==> src/rtl/fafc_pkg.sv <==
package fafc_pkg;
  localparam int ANGLE_MAX = 23040;
  localparam logic [2:0] CMD_SAMPLE = 3'd0;
  localparam logic [2:0] CMD_FLAT = 3'd1;
  localparam logic [2:0] CMD_BENT = 3'd2;
  localparam logic [2:0] CMD_RESET = 3'd3;
  localparam logic [2:0] CMD_PRIME = 3'd4;
  localparam logic [1:0] REG_FILTER = 2'd0;
  localparam logic [1:0] REG_MIN_SPAN = 2'd1;
  localparam logic [1:0] REG_DEF_FLAT = 2'd2;
  localparam logic [1:0] REG_DEF_BENT = 2'd3;

  typedef struct packed {
    logic [2:0] command;
    logic [3:0] joint;
    logic [11:0] sample;
  } in_t;

  typedef struct packed {
    logic [11:0] filtered_value;
    logic [14:0] angle;
    logic fallback_used;
  } out_t;

  // classified item handed from front to back
  typedef struct packed {
    logic [2:0] command;
    logic [3:0] joint;
    logic [11:0] sample;
    logic skip;
  } job_t;
endpackage

==> src/rtl/fafc_front.sv <==
module fafc_front #(
  parameter int JOINTS = 10
) (
  input logic clk,
  input logic rst,
  input logic in_valid,
  output logic in_ready,
  input fafc_pkg::in_t in_data,
  output logic q_valid,
  input logic q_ready,
  output fafc_pkg::job_t q_data
);
  import fafc_pkg::*;
  localparam int QD = 2;
  job_t q [QD];
  logic rd;
  logic wr_ptr;
  logic [1:0] count;
  job_t job;

  always_comb begin
    job.command = in_data.command;
    job.joint = in_data.joint;
    job.sample = in_data.sample;
    job.skip = (in_data.command != CMD_RESET) && (32'(in_data.joint) >= JOINTS);
  end

  assign in_ready = (count != 2'd2);
  assign q_valid = (count != 2'd0);
  assign q_data = q[rd];

  always_ff @(posedge clk) begin
    if (in_valid && in_ready) q[wr_ptr] <= job;
    if (rst) begin
      rd <= 1'b0;
      wr_ptr <= 1'b0;
      count <= 2'd0;
    end else begin
      if (in_valid && in_ready) wr_ptr <= ~wr_ptr;
      if (q_valid && q_ready) rd <= ~rd;
      count <= count + 2'(in_valid && in_ready) - 2'(q_valid && q_ready);
    end
  end
endmodule

==> src/rtl/fafc_back.sv <==
module fafc_back #(
  parameter int JOINTS = 10,
  parameter int WINDOW = 5,
  parameter int SAMPLE_BITS = 12
) (
  input logic clk,
  input logic rst,
  input logic q_valid,
  output logic q_ready,
  input fafc_pkg::job_t q_data,
  input logic filter_enable,
  input logic [11:0] min_span,
  input logic [11:0] default_flat,
  input logic [11:0] default_bent,
  output logic out_valid,
  input logic out_ready,
  output fafc_pkg::out_t out_data
);
  import fafc_pkg::*;
  localparam int JW = (JOINTS > 1) ? $clog2(JOINTS) : 1;
  localparam int SW = (WINDOW > 1) ? $clog2(WINDOW) : 1;
  localparam int CW = $clog2(WINDOW + 1) + 1;
  localparam int SUMW = 12 + $clog2(WINDOW + 1);
  localparam int AW = (JOINTS * WINDOW > 1) ? $clog2(JOINTS * WINDOW) : 1;
  localparam int RSH = 21;
  localparam int PW = SUMW + RSH + 1;
  localparam logic [RSH:0] RECIP = (RSH+1)'(((32'd1 << RSH) + WINDOW - 1) / WINDOW);
  localparam logic [11:0] SMASK = 12'((32'd1 << SAMPLE_BITS) - 1);
  localparam logic [3:0] S_IDLE = 4'd0, S_LOAD = 4'd1, S_SUM = 4'd2, S_DIVW = 4'd3,
    S_UPD = 4'd4, S_MUL = 4'd5, S_DIV = 4'd6, S_PRIME = 4'd7, S_OUT = 4'd8;

  logic [3:0] state;
  job_t job;
  logic [JW-1:0] jix;
  logic [11:0] win [JOINTS*WINDOW];
  logic [JOINTS*WINDOW-1:0] wok;
  logic [SW-1:0] slot [JOINTS];
  logic [11:0] cap_flat [JOINTS];
  logic [11:0] act_flat [JOINTS];
  logic [11:0] act_bent [JOINTS];
  logic [CW-1:0] cnt;
  logic [SUMW-1:0] sum;
  logic [11:0] rd_word;
  logic [11:0] raw;
  logic [11:0] f;
  logic fb;
  logic [11:0] den;
  logic [26:0] rem_num;
  logic [26:0] quo;
  logic [11:0] acc;
  logic [4:0] bits;
  logic [11:0] span;
  logic [12:0] diff;
  logic zero;
  logic [AW-1:0] base, rd_addr, ld_addr;
  logic [PW-1:0] mean_prod;

  assign raw = job.sample & SMASK;
  assign q_ready = (state == S_IDLE);
  assign out_valid = (state == S_OUT);
  assign span = (f >= cap_flat[jix]) ? f - cap_flat[jix] : cap_flat[jix] - f;
  assign diff = {1'b0, f} - {1'b0, act_flat[jix]};
  assign base = AW'(32'(jix) * WINDOW);
  assign rd_addr = base + AW'(cnt[SW-1:0]);
  assign ld_addr = base + AW'(slot[jix]);
  // mean by reciprocal multiply
  assign mean_prod = PW'(sum) * PW'(RECIP);

  always_ff @(posedge clk) begin
    rd_word <= wok[rd_addr] ? win[rd_addr] : '0;
    if (rst) begin
      state <= S_IDLE;
      wok <= '0;
      for (int j = 0; j < JOINTS; j++) begin
        slot[j] <= '0;
        cap_flat[j] <= 12'd2000;
        act_flat[j] <= 12'd2000;
        act_bent[j] <= 12'd3500;
      end
      cnt <= '0;
    end else begin
      unique case (state)
        S_IDLE: if (q_valid) begin
          job <= q_data;
          jix <= JW'(q_data.joint);
          fb <= 1'b0;
          out_data <= '0;
          if (q_data.command == CMD_RESET) begin
            for (int j = 0; j < JOINTS; j++) begin
              cap_flat[j] <= default_flat;
              act_flat[j] <= default_flat;
              act_bent[j] <= default_bent;
            end
            state <= S_OUT;
          end else if (q_data.skip) state <= S_OUT;
          else state <= S_LOAD;
        end
        S_LOAD: begin
          if (filter_enable) begin
            win[ld_addr] <= raw;
            wok[ld_addr] <= 1'b1;
            slot[jix] <= (32'(slot[jix]) == WINDOW - 1) ? '0 : slot[jix] + 1'b1;
            cnt <= '0;
            sum <= '0;
            state <= S_SUM;
          end else begin
            f <= raw;
            state <= S_UPD;
          end
        end
        S_SUM: begin
          if (cnt != '0) sum <= sum + SUMW'(rd_word);
          if (32'(cnt) == WINDOW) state <= S_DIVW;
          cnt <= cnt + 1'b1;
        end
        S_DIVW: begin
          f <= mean_prod[RSH +: 12] & SMASK;
          state <= S_UPD;
        end
        S_UPD: begin
          if (job.command == CMD_FLAT) cap_flat[jix] <= f;
          else if (job.command == CMD_BENT) begin
            if (span < min_span) begin
              cap_flat[jix] <= default_flat;
              act_flat[jix] <= default_flat;
              act_bent[jix] <= default_bent;
              fb <= 1'b1;
            end else begin
              act_flat[jix] <= cap_flat[jix];
              act_bent[jix] <= f;
            end
          end
          cnt <= '0;
          state <= S_MUL;
        end
        S_MUL: begin
          zero <= (diff == '0) || (act_bent[jix] == act_flat[jix]) ||
                  ((act_bent[jix] < act_flat[jix]) != diff[12]);
          den <= (act_bent[jix] >= act_flat[jix]) ? act_bent[jix] - act_flat[jix]
                                                  : act_flat[jix] - act_bent[jix];
          rem_num <= 27'(ANGLE_MAX) * 27'(diff[12] ? 13'(-diff) : diff);
          acc <= '0;
          bits <= '0;
          state <= S_DIV;
        end
        S_DIV: begin
          if (bits == 5'd27) begin
            out_data.filtered_value <= f;
            out_data.fallback_used <= fb;
            if (zero) out_data.angle <= '0;
            else out_data.angle <= (quo > 27'(ANGLE_MAX)) ? 15'(ANGLE_MAX) : quo[14:0];
            cnt <= '0;
            state <= (job.command == CMD_PRIME) ? S_PRIME : S_OUT;
          end else begin
            if ({acc, rem_num[26]} >= {1'b0, den}) begin
              acc <= 12'({acc, rem_num[26]} - {1'b0, den});
              quo <= {quo[25:0], 1'b1};
            end else begin
              acc <= {acc[10:0], rem_num[26]};
              quo <= {quo[25:0], 1'b0};
            end
            rem_num <= {rem_num[25:0], 1'b0};
            bits <= bits + 1'b1;
          end
        end
        S_PRIME: begin
          win[rd_addr] <= f;
          wok[rd_addr] <= 1'b1;
          slot[jix] <= '0;
          cnt <= cnt + 1'b1;
          if (32'(cnt) == WINDOW - 1) state <= S_OUT;
        end
        S_OUT: if (out_ready) state <= S_IDLE;
        default: state <= S_IDLE;
      endcase
    end
  end
endmodule

==> src/rtl/flex_angle_filter_calibrator.sv <==
// channel  | direction | handshake
// in       | input     | in_valid / in_ready
// out      | output    | out_valid / out_ready
// cfg      | input     | cfg_we, one register per index
// the back end holds an item while it works: with filtering on it sums the window,
// takes the mean by reciprocal multiply and runs a 27-step bit-serial divide for
// the angle; filtering off skips window and mean; prime then fills the window.
// reset calibration and out-of-range joints go straight to output; out_ready low
// holds the item. a two-entry queue lets the front accept while the back works.
// rst is synchronous, restores all calibration; windows read as zero until written
module flex_angle_filter_calibrator #(
  parameter int JOINTS = 10,
  parameter int WINDOW = 5,
  parameter int SAMPLE_BITS = 12
) (
  input logic clk,
  input logic rst,
  input logic in_valid,
  output logic in_ready,
  input fafc_pkg::in_t in_data,
  output logic out_valid,
  input logic out_ready,
  output fafc_pkg::out_t out_data,
  input logic cfg_we,
  input logic [1:0] cfg_index,
  input logic [11:0] cfg_data
);
  import fafc_pkg::*;
  logic filter_enable;
  logic [11:0] min_span, default_flat, default_bent;
  logic q_valid, q_ready;
  job_t q_data;

  always_ff @(posedge clk) begin
    if (rst) begin
      filter_enable <= 1'b1;
      min_span <= 12'd100;
      default_flat <= 12'd2000;
      default_bent <= 12'd3500;
    end else if (cfg_we) begin
      unique case (cfg_index)
        REG_FILTER: filter_enable <= cfg_data[0];
        REG_MIN_SPAN: min_span <= cfg_data;
        REG_DEF_FLAT: default_flat <= cfg_data;
        REG_DEF_BENT: default_bent <= cfg_data;
      endcase
    end
  end

  fafc_front #(.JOINTS(JOINTS)) u_front (
    .clk, .rst, .in_valid, .in_ready, .in_data, .q_valid, .q_ready, .q_data
  );

  fafc_back #(.JOINTS(JOINTS), .WINDOW(WINDOW), .SAMPLE_BITS(SAMPLE_BITS)) u_back (
    .clk, .rst, .q_valid, .q_ready, .q_data, .filter_enable, .min_span,
    .default_flat, .default_bent, .out_valid, .out_ready, .out_data
  );
endmodule

==> config.mk <==
export PLATFORM = sky130hd
export DESIGN_NAME = flex_angle_filter_calibrator
export DESIGN_NICKNAME = d
export VERILOG_FILES = /design/src/rtl/fafc_pkg.sv /design/src/rtl/fafc_front.sv /design/src/rtl/fafc_back.sv /design/src/rtl/flex_angle_filter_calibrator.sv
export SDC_FILE = /design/constraint.sdc
export NUM_CORES = 2
export LEC_CHECK = 0
export BUFFER_PORTS_ARGS = -buffer_cell sky130_fd_sc_hd__buf_4
export CAP_MARGIN = 20
export CORE_MARGIN = 5
export CORE_UTILIZATION = 40
export CTS_CLUSTER_SIZE = 16
export DETAILED_ROUTE_END_ITERATION = 12
export MAX_ROUTING_LAYER = met4
export PLACE_DENSITY = 0.55
export SYNTH_ARGS = -nofsm -noshare
export SYNTH_HDL_FRONTEND = slang
export SYNTH_HIERARCHICAL = 1
export SYNTH_SLANG_ARGS = --single-unit
==> constraint.sdc <==
create_clock -name clk -period 10.5 [get_ports clk]
set_input_delay 0.525 -clock clk [delete_from_list [all_inputs] [get_ports clk]]
set_output_delay 0.525 -clock clk [all_outputs]
set_load 0.02 [all_outputs]
==> summary.md <==
| Metric | Value |
|---|---|
| Filler-free cell count of the finished design | 7756 |
| Synth area leader | edfxtp_1 |
| CP Capture Point | u_back/rem_num[26] |
| Pins Over Slew Limit | 0 |
| Top-area cell type share of the netlist area | 0.581 |
| Crit-path max FO | 38 |
| EDFF count, synth | 1414 |
| Syn_nets | 5502 |
| Share of layout cells above drive strength 1 | 0.170 |
| Largest net degree at the start of global routing | between 100 and 150 |
| Primary FF master, synth | edfxtp_1 |
| Post-Synthesis Cell Area | between 70000 and 80000 µm² |
| Worst path arrival time | between 9000 and 10000 ps |
| Routability cong. | between 0.9 and 1 |
| Core area | 182000 µm² |
| H-Tree Depth | 4 |
| Clk sinks | ~1500 |
| Async S/R FF share, synth | 0 |
| Status | complete, no violations |
| Main area contributors after synthesis | edfxtp_1, mux4_2, ha_1 |
| Crit Reg-Reg Endpoint | u_back/rem_num[26] |
| ANT nets after route | 0 |
| Syn Area/Cell | between 10 and 15 µm² |
| Hold Path Origin | in_valid |
| Distinct cell type count after synthesis | between 80 and 90 |
| Max Freq | about 0.12 GHz |
| Number of port buffers | between 60 and 70 |
| Setup TNS | 0 ps |
| Clock-pin transition on the worst setup and hold timing paths | approximately 60 ps |
| Total of max-cap violations | 0 |
| TritonRoute pass-1 iters | 5 |
| Post-CTS setup buffers | 0 |
| Area delta synth->final | 12.5% |
| Initial DRC Count | 4435 |
| Dpl cells | between 7000 and 8000 |
| Worst-Margin Slew | about 1200 ps |
| Finish-stage setup viols | 0 |
| GRT Residual Overflow | 0 |
| Slowest CP cell | dfxtp_4 |
| Max-slew headroom | 0.195 |
| Initial antenna violation count | 3 |
| Worst path most repeated cell | o21ai_0 |
| Fin crit period | around 8400 ps |
| GRT Util Overall | 0.227 |
| Post-Syn Instances | roughly 5100 |
| Sequential share of the synthesized area | 0.612 |
| Yosys warnings | 6 |
| Routed wire length | 214 mm |
| Vias/cell | 5.78 |
| Drt drc | 0 |
| Fin util | 0.451 |
| Dpl hpwl | 143 mm |
| CTS max path bufs | 3 |
| Final clock period utilization by the worst path | 0.799 |
| Via count | about 45000 |
| Die ar. | 192000 µm² |
| CTS root buffer | clkbuf_16 |
| First-pass GRT wire length | between 300 and 400 mm |
| TritonCTS Buffers | about 160 |
| Worst reg-to-reg setup slack | about 2100 ps |
| CP peak stage delay | 880 ps |
| Ports | 68 |
| Fin Hold WS | 93.6 ps |
| Die Wd | 438 µm |
| Setup CP Type | flip-flop to flip-flop |
| CP endpoint kind | flip-flop |
| CTS tree | yes |
| Most frequent cells after synthesis | edfxtp_1, nor2_1, mux4_2, a21oi_1, o21ai_0 |
| Most numerous cell in the Yosys netlist | edfxtp_1 |
| FF-to-FF path depth | 28 |
| Placement row count | about 160 |
| Critical Path Source Type | flip-flop |
| HP Class | primary input to flip-flop |
| Final Skew | approximately 41 ps |
| Initial Util | 0.401 |
| Vias in the first global route | 44600 |
| Layout Nets | ~5600 |
| CP required | roughly 11000 ps |
| Final Hold Fails | 0 |
| Clock latency on the worst-skew pair | between 800 and 900 ps |
| Vert. Die Dim | approximately 440 µm |
| RSZ-0062 raised after global routing | false |
| FF+latch count, synth | between 1500 and 2000 |
| DR WL/cell | roughly 28 µm |
-- final cells by class --
type                    count  area [µm²]
clock inverters            79         752
repair buffers            243        2050
well taps                2385        2980
clock buffers             221        4420
inverters                 272        1020
diodes                      3        7.51
flip-flops and latches   1530       44800
multi-input cells        3023       26300
fillers                 16100      100000
-- cells by family after synthesis --
kind of cell | share of synthesized area
compound gates | 0.0779
flops | 0.612
fa+ha+maj | 0.0706
mux | 0.127
simple gates | 0.0680
buf+inv | 0.0314
xor+xnor | 0.0126
-- worst min path at each step --
stage	cells after the start	endpoint	slack, ps
after floorplan	1	u_back/wok[3]	420
after global placement	0	u_back/quo[18]	440
after detailed placement	1	u_back/wok[3]	440
after CTS	3	u_front/wr_ptr	3
after global routing	3	u_front/wr_ptr	60
final	3	u_front/wr_ptr	90
-- stage by stage --
| step | setup WS (ps) | cell area, µm² |
|---|---|---|
| detailed placement | 2050 | 76600 |
| finish | 2110 | 82300 |
| CTS | 2020 | 82100 |
| global placement | 2100 | 76500 |
| floorplan | 2220 | 73100 |
| global route | 1380 | 82300 |
-- per-layer routing --
layer  track usage  part of all wire  vias to the layer above
met5             -                 0                        -
met4        0.0754             0.035                        0
met3        0.0343             0.068                      323
met2         0.355              0.47                     1765
met1         0.308              0.43                    23100
li1              -                 -                    19700
-- critical path, delay by kind of cell, from the launching register on --
kind	cells	cell delay, ps
compound gates	11	2340
xor+xnor	2	560
fa+ha+maj	5	1910
buf+inv	4	750
flops	1	880
mux	2	1110
simple gates	4	600
-- flip-flops by register name (all words and copies together), names as in the netlist, 18 cells and up, named ones only --
register and flops:
u_back/out_data 28, u_back/act_flat 192, u_back/win 600, u_back/act_bent 192, u_back/quo 27, u_back/rem_num 18, u_back/cap_flat 192, u_back/slot 48
u_front/q 40, u_back/wok 50
-- cells in the final DEF (no fill, tap or decap), types with 78 or more instances in the layout --
cell type  Yosys  final
fa_1         100     99
nand2_1      307    297
nand3_1       79     78
a21oi_1      331    324
clkbuf_16      0    166
mux2i_1      121    121
dfxtp_1      116    112
edfxtp_1    1414   1414
inv_1        271    271
buf_4          3    194
ha_1         253    252
o21ai_0      311    292
mux4_2       332    332
nor2_1       434    418
-- repair_timing --
item	CTS	global route
hold endpoints to repair	62	0
resized for setup	0	0
hold buffers	31	0
Power is not shown: default switching activity piles up to over one toggle a cycle in this logic, so the estimate is an artifact.
